<file path="config.mk">
export PLATFORM = sky130hd
export DESIGN_NAME = chm_hash
export DESIGN_NICKNAME = d
export VERILOG_FILES = /design/src/sv/chm_pkg.sv /design/src/sv/chm_mul32.sv /design/src/sv/chm_hash.sv
export SDC_FILE = /design/constraint.sdc
export NUM_CORES = 2
export LEC_CHECK = 0
export BUFFER_PORTS_ARGS = -buffer_cell sky130_fd_sc_hd__clkbuf_2
export CORE_UTILIZATION = 65
export DETAILED_ROUTE_END_ITERATION = 12
export GPL_ROUTABILITY_DRIVEN = 1
export PLACE_DENSITY = 0.82
export SLEW_MARGIN = 20
export SYNTH_ARGS = -nofsm -noshare
export SYNTH_HDL_FRONTEND = slang
export SYNTH_SLANG_ARGS = --single-unit
</file>
<file path="constraint.sdc">
create_clock -name clk -period 24 [get_ports clk]
set_input_delay 1.2 -clock clk [delete_from_list [all_inputs] [get_ports clk]]
set_output_delay 1.2 -clock clk [all_outputs]
set_load 0.005 [all_outputs]
</file>
<file path="src/sv/chm_pkg.sv">
// chm_pkg: shared types, codes and constants of the chained hash map engine
// no dependencies; used by chm_hash and chained_hash_map_engine
`timescale 1ns / 1ps
`default_nettype none

package chm_pkg;

  // default sizes
  localparam int DEF_BUCKETS = 1024;
  localparam int DEF_NODES   = 1024;

  // field widths
  localparam int CFG_W  = 11;
  localparam int KEY_W  = 64;
  localparam int VAL_W  = 64;
  localparam int MODE_W = 2;
  localparam int STAT_W = 3;

  // fmix64 finalizer constants
  localparam logic [63:0] FMIX_C1    = 64'hff51afd7ed558ccd;
  localparam logic [63:0] FMIX_C2    = 64'hc4ceb9fe1a85ec53;
  localparam int          FMIX_SHIFT = 33;

  // operation codes
  localparam logic [MODE_W-1:0] MODE_LOOKUP = 2'd0;
  localparam logic [MODE_W-1:0] MODE_INSERT = 2'd1;
  localparam logic [MODE_W-1:0] MODE_DELETE = 2'd2;
  localparam logic [MODE_W-1:0] MODE_UNUSED = 2'd3;

  // result status codes
  localparam logic [STAT_W-1:0] ST_OK        = 3'd0;
  localparam logic [STAT_W-1:0] ST_NOT_FOUND = 3'd1;
  localparam logic [STAT_W-1:0] ST_PRESENT   = 3'd2;
  localparam logic [STAT_W-1:0] ST_ZERO_VAL  = 3'd3;
  localparam logic [STAT_W-1:0] ST_FULL      = 3'd4;

  typedef enum logic [1:0] {
    H_IDLE,
    H_MUL,
    H_DIV
  } hash_state_t;

  typedef enum logic [2:0] {
    S_CLEAR,
    S_IDLE,
    S_HASH,
    S_HEAD,
    S_HEADW,
    S_NODE,
    S_NODEW,
    S_ACT
  } eng_state_t;

  // request from the sequencer to the hash unit
  typedef struct packed {
    logic             start;
    logic [KEY_W-1:0] key;
    logic [CFG_W-1:0] divisor;
  } hash_req_t;

  // answer of the hash unit
  typedef struct packed {
    logic             done;
    logic [CFG_W-1:0] bucket;
  } hash_rsp_t;

endpackage

`default_nettype wire

</file>
<file path="src/sv/chm_mul32.sv">
// chm_mul32: shared 32 x 32 multiplier with registered product
// depends on nothing but the clock
`timescale 1ns / 1ps
`default_nettype none

module chm_mul32 (
  input  wire logic        clk,
  input  wire logic [31:0] mul_a,
  input  wire logic [31:0] mul_b,
  output logic      [63:0] mul_p
);

  logic [63:0] prod_r;

  // one product per cycle
  always_ff @(posedge clk) begin
    prod_r <= 64'(mul_a) * 64'(mul_b);
  end

  assign mul_p = prod_r;

endmodule

`default_nettype wire

</file>
<file path="src/sv/chm_hash.sv">
// chm_hash: fmix64 of a key on a shared 32-bit multiplier, then a bit-serial
// remainder by the bucket count; depends on chm_pkg and chm_mul32
`timescale 1ns / 1ps
`default_nettype none

module chm_hash (
  input  wire logic              clk,
  input  wire logic              rst_n,
  input  wire chm_pkg::hash_req_t req,
  output chm_pkg::hash_rsp_t     rsp
);

  chm_pkg::hash_state_t hs_r, hs_nxt;
  logic [1:0]                st_r, st_nxt;
  logic                      pass_r, pass_nxt;
  logic [5:0]                cnt_r, cnt_nxt;
  logic                      done_r, done_nxt;
  logic [63:0]               x_r, x_nxt;
  logic [63:0]               acc_r, acc_nxt;
  logic [chm_pkg::CFG_W-1:0] rem_r, rem_nxt;
  logic [chm_pkg::CFG_W-1:0] dv_r, dv_nxt;

  logic [31:0] mul_a, mul_b;
  logic [63:0] mul_p;
  logic [63:0] csel;
  logic [63:0] fin;
  logic [chm_pkg::CFG_W:0] trial;

  chm_mul32 u_mul (
    .clk   (clk),
    .mul_a (mul_a),
    .mul_b (mul_b),
    .mul_p (mul_p)
  );

  // sequencer: two 64-bit multiplies from three partial products each,
  // then one remainder bit per cycle
  always_comb begin
    hs_nxt   = hs_r;
    st_nxt   = st_r;
    pass_nxt = pass_r;
    cnt_nxt  = cnt_r;
    done_nxt = 1'b0;
    x_nxt    = x_r;
    acc_nxt  = acc_r;
    rem_nxt  = rem_r;
    dv_nxt   = dv_r;
    mul_a    = '0;
    mul_b    = '0;
    csel     = pass_r ? chm_pkg::FMIX_C2 : chm_pkg::FMIX_C1;
    fin      = acc_r + {mul_p[31:0], 32'h0};
    trial    = {rem_r, x_r[63]};
    case (hs_r)
      chm_pkg::H_IDLE: begin
        if (req.start) begin
          x_nxt    = req.key ^ (req.key >> chm_pkg::FMIX_SHIFT);
          dv_nxt   = req.divisor;
          st_nxt   = '0;
          pass_nxt = 1'b0;
          hs_nxt   = chm_pkg::H_MUL;
        end
      end
      chm_pkg::H_MUL: begin
        st_nxt = st_r + 2'd1;
        case (st_r)
          2'd0: begin
            mul_a = x_r[31:0];
            mul_b = csel[31:0];
          end
          2'd1: begin
            mul_a   = x_r[31:0];
            mul_b   = csel[63:32];
            acc_nxt = mul_p;
          end
          2'd2: begin
            mul_a   = x_r[63:32];
            mul_b   = csel[31:0];
            acc_nxt = fin;
          end
          default: begin
            x_nxt = fin ^ (fin >> chm_pkg::FMIX_SHIFT);
            if (pass_r) begin
              rem_nxt = '0;
              cnt_nxt = '0;
              hs_nxt  = chm_pkg::H_DIV;
            end else begin
              pass_nxt = 1'b1;
            end
          end
        endcase
      end
      chm_pkg::H_DIV: begin
        if (trial >= {1'b0, dv_r}) begin
          rem_nxt = chm_pkg::CFG_W'(trial - {1'b0, dv_r});
        end else begin
          rem_nxt = trial[chm_pkg::CFG_W-1:0];
        end
        x_nxt   = {x_r[62:0], 1'b0};
        cnt_nxt = cnt_r + 6'd1;
        if (cnt_r == 6'd63) begin
          done_nxt = 1'b1;
          hs_nxt   = chm_pkg::H_IDLE;
        end
      end
      default: hs_nxt = chm_pkg::H_IDLE;
    endcase
  end

  // control registers
  always_ff @(posedge clk) begin
    if (!rst_n) begin
      hs_r   <= chm_pkg::H_IDLE;
      done_r <= 1'b0;
    end else begin
      hs_r   <= hs_nxt;
      done_r <= done_nxt;
    end
  end

  // datapath registers
  always_ff @(posedge clk) begin
    st_r   <= st_nxt;
    pass_r <= pass_nxt;
    cnt_r  <= cnt_nxt;
    x_r    <= x_nxt;
    acc_r  <= acc_nxt;
    rem_r  <= rem_nxt;
    dv_r   <= dv_nxt;
  end

  assign rsp.done   = done_r;
  assign rsp.bucket = rem_r;

endmodule

`default_nettype wire
</file>
==> out/results.tsv <==
metric	value	unit
area_growth	4.83	%
synth_edf_count	159	
worst_path_most_repeated_cell	fa_1	
critPathLaunchType	flop	
synth_warnings	0	
overflow	0	
cts-root-buf	clkbuf_16	
fmax	0.0916	GHz
num_io_pins	90	
drv_cap	0	
cp-end-kind	flop	
hold_class	reg2reg	
die_area	64300	um2
initial_utilization	66.2	%
required	24.44	ns
layout_commonest_cell	inv_1	
grt_pass1_vias	33000	
pre_cts_slack	13.28	ns
worstMarginPinSlew	1.18	ns
skew	0.0196	ns
drive_gt1_share	5.39	%
cp_data_arrival_time	11.36	ns
final_cell_mix	1028 x inv_1, 798 x fa_1, 390 x ha_1	
fin_ws	13.08	ns
status	finished, final reports clean	
postCtsSetupBuffers	0	
grt_max_degree	65	
fin_crit	10.92	ns
grt_usage	43.1	%
critPathKind	reg2reg	
cts_buffers	19	
via_per_inst	6.17	
drc	0	
wl_per_cell	26.2	um
syn-cell-area	41100	um2
seq_area_frac_synth	14.9	%
netlist_instances	4228	
core_area	62200	um2
drv_slew	0	
cts_resized	0	
path_clk_slew	0.08	ns
place.gp.congestion	1.11	
drtPass1Iterations	6	
dieHeight	254	um
syn_avg_cell_area	9.73	um2
dr_total_vias	31500	
grt_pass1_wl	199000	um
cts_sinks	226	
setup_viol	0	
max_slew_margin	21.5	%
synth_nets	5498	
wl	134000	um
htreeDepth	1	
synthFlopType	edfxtp_1	
dieWidth	254	um
rsz0062_at_grt	false	
fin_nets	5522	
clk_path_buf_depth	3	
hold_viol	0	
setup_tns	0	ns
antenna_found_initial	5	
clk_latency	0.52	ns
drt-initial-drc-count	3715	
crit_slowest_cell	buf_4	
rows	91	
cts_tree	built	
ys_async_sr_fraction	0	%
path_max_fanout	50	
synth_seq_cells	226	
period_share	45.5	%
hold_buffers	0	
cpPeakStageDelay	0.68	ns
hpwl	113000	um
numPortBuffers	89	
ys_types	75	
ant_nets	0	
==> cell usage after synthesis, types with 16 or more instances <==
library cell / instances / area [um2]
nor2b_1: 48 / 300
a21oi_1: 152 / 761
nor3_1: 30 / 150
a31oi_1: 23 / 144
mux2_2: 32 / 360
a211oi_1: 16 / 120
dfxtp_1: 67 / 1340
fa_1: 798 / 16000
edfxtp_1: 159 / 4770
and3_1: 18 / 113
nand4_1: 18 / 113
a21o_1: 84 / 631
o21ai_0: 75 / 375
xor2_1: 62 / 543
and2_1: 17 / 106
xnor2_1: 161 / 1410
o221ai_1: 22 / 193
ha_1: 394 / 4930
o21bai_1: 27 / 203
nand2_1: 317 / 1190
nor2_1: 293 / 1100
clkbuf_1: 101 / 379
nand3_1: 63 / 315
a22oi_1: 40 / 300
inv_1: 1029 / 3860
a22o_1: 32 / 280
==> stage by stage <==
| step | util [%] | area, um2 | cells | hold slack, ns |
|---|---|---|---|---|
| 2_1_floorplan | - | 41100 | 4228 | 0.509 |
| 3_3_place_gp | 68.3 | 42500 | 5068 | 0.513 |
| 3_5_place_dp | 68.3 | 42500 | 5068 | 0.516 |
| 4_1_cts | 69.3 | 43100 | 5102 | 0.518 |
| 5_1_grt | 69.4 | 43100 | 5103 | 0.547 |
| 6_report | 69.4 | 43100 | 5109 | 0.532 |
==> critical path: cells and delay by family (launching register included) <==
kind	cells	cell delay, ns
fa+ha+maj	10	4.84
flops	1	0.57
xor+xnor	1	0.16
simple gates	6	1.66
compound gates	9	1.97
buf+inv	7	1.54
==> sequential cells by signal, indices dropped and copies added, names as in the netlist <==
name	flops
x_r	64
rem_r	11
cnt_r	6
done_r	1
dv_r	11
st_r	2
pass_r	1
hs_r	2
acc_r	64
u_mul.mul_p	64
==> final timing paths <==
path	start	endpoint	slack (ns)	cells past startpoint
setup / recovery	st_r[0]	u_mul.mul_p[59]	13.08	33
hold / removal	u_mul.mul_p[32]	acc_r[32]	0.53	1
setup reg to reg	st_r[0]	u_mul.mul_p[59]	13.08	33
hold reg to reg	u_mul.mul_p[32]	acc_r[32]	0.53	1
==> logic make-up (layout without fill, tap and decap cells) <==
group                      count (synthesis)  in the layout  synth area share, %
other                                      0              7                    0
AOI/OAI and AO/OA                        538            538                 8.82
and+or+nand+nor                          839            839                 8.80
muxes                                     43             43                 1.14
xor gates and xnor gates                 223            223                 4.75
adders and majority gates               1195           1195                 50.9
DFF                                      226            226                 14.9
buffers and inverters                   1164           1201                 10.7
==> cell type report <==
| class | instances | area, um2 |
|---|---|---|
| Antenna cell | 7 | 17.5 |
| Tap cell | 837 | 1050 |
| Clock buffer | 23 | 543 |
| Fill cell | 4846 | 19000 |
| Inverter | 1045 | 3920 |
| Clock inverter | 11 | 88.8 |
| Multi-Input combinational cell | 2838 | 30700 |
| Sequential cell | 226 | 6120 |
| Timing Repair Buffer | 122 | 693 |
==> metal layers <==
metal | vias to the layer above | share of wire (%) | GRT usage [%]
met3 | 642 | 12 | 10.8
met5 | - | 0.0097 | 0
met2 | 2169 | 44 | 66.0
met4 | 2 | 9.2 | 30.9
li1 | 13200 | - | -
met1 | 15500 | 35 | 53.5
Power is left out: the tool's default activity adds up to more than one toggle a clock period on the data nets, which glitch-free logic cannot reach.
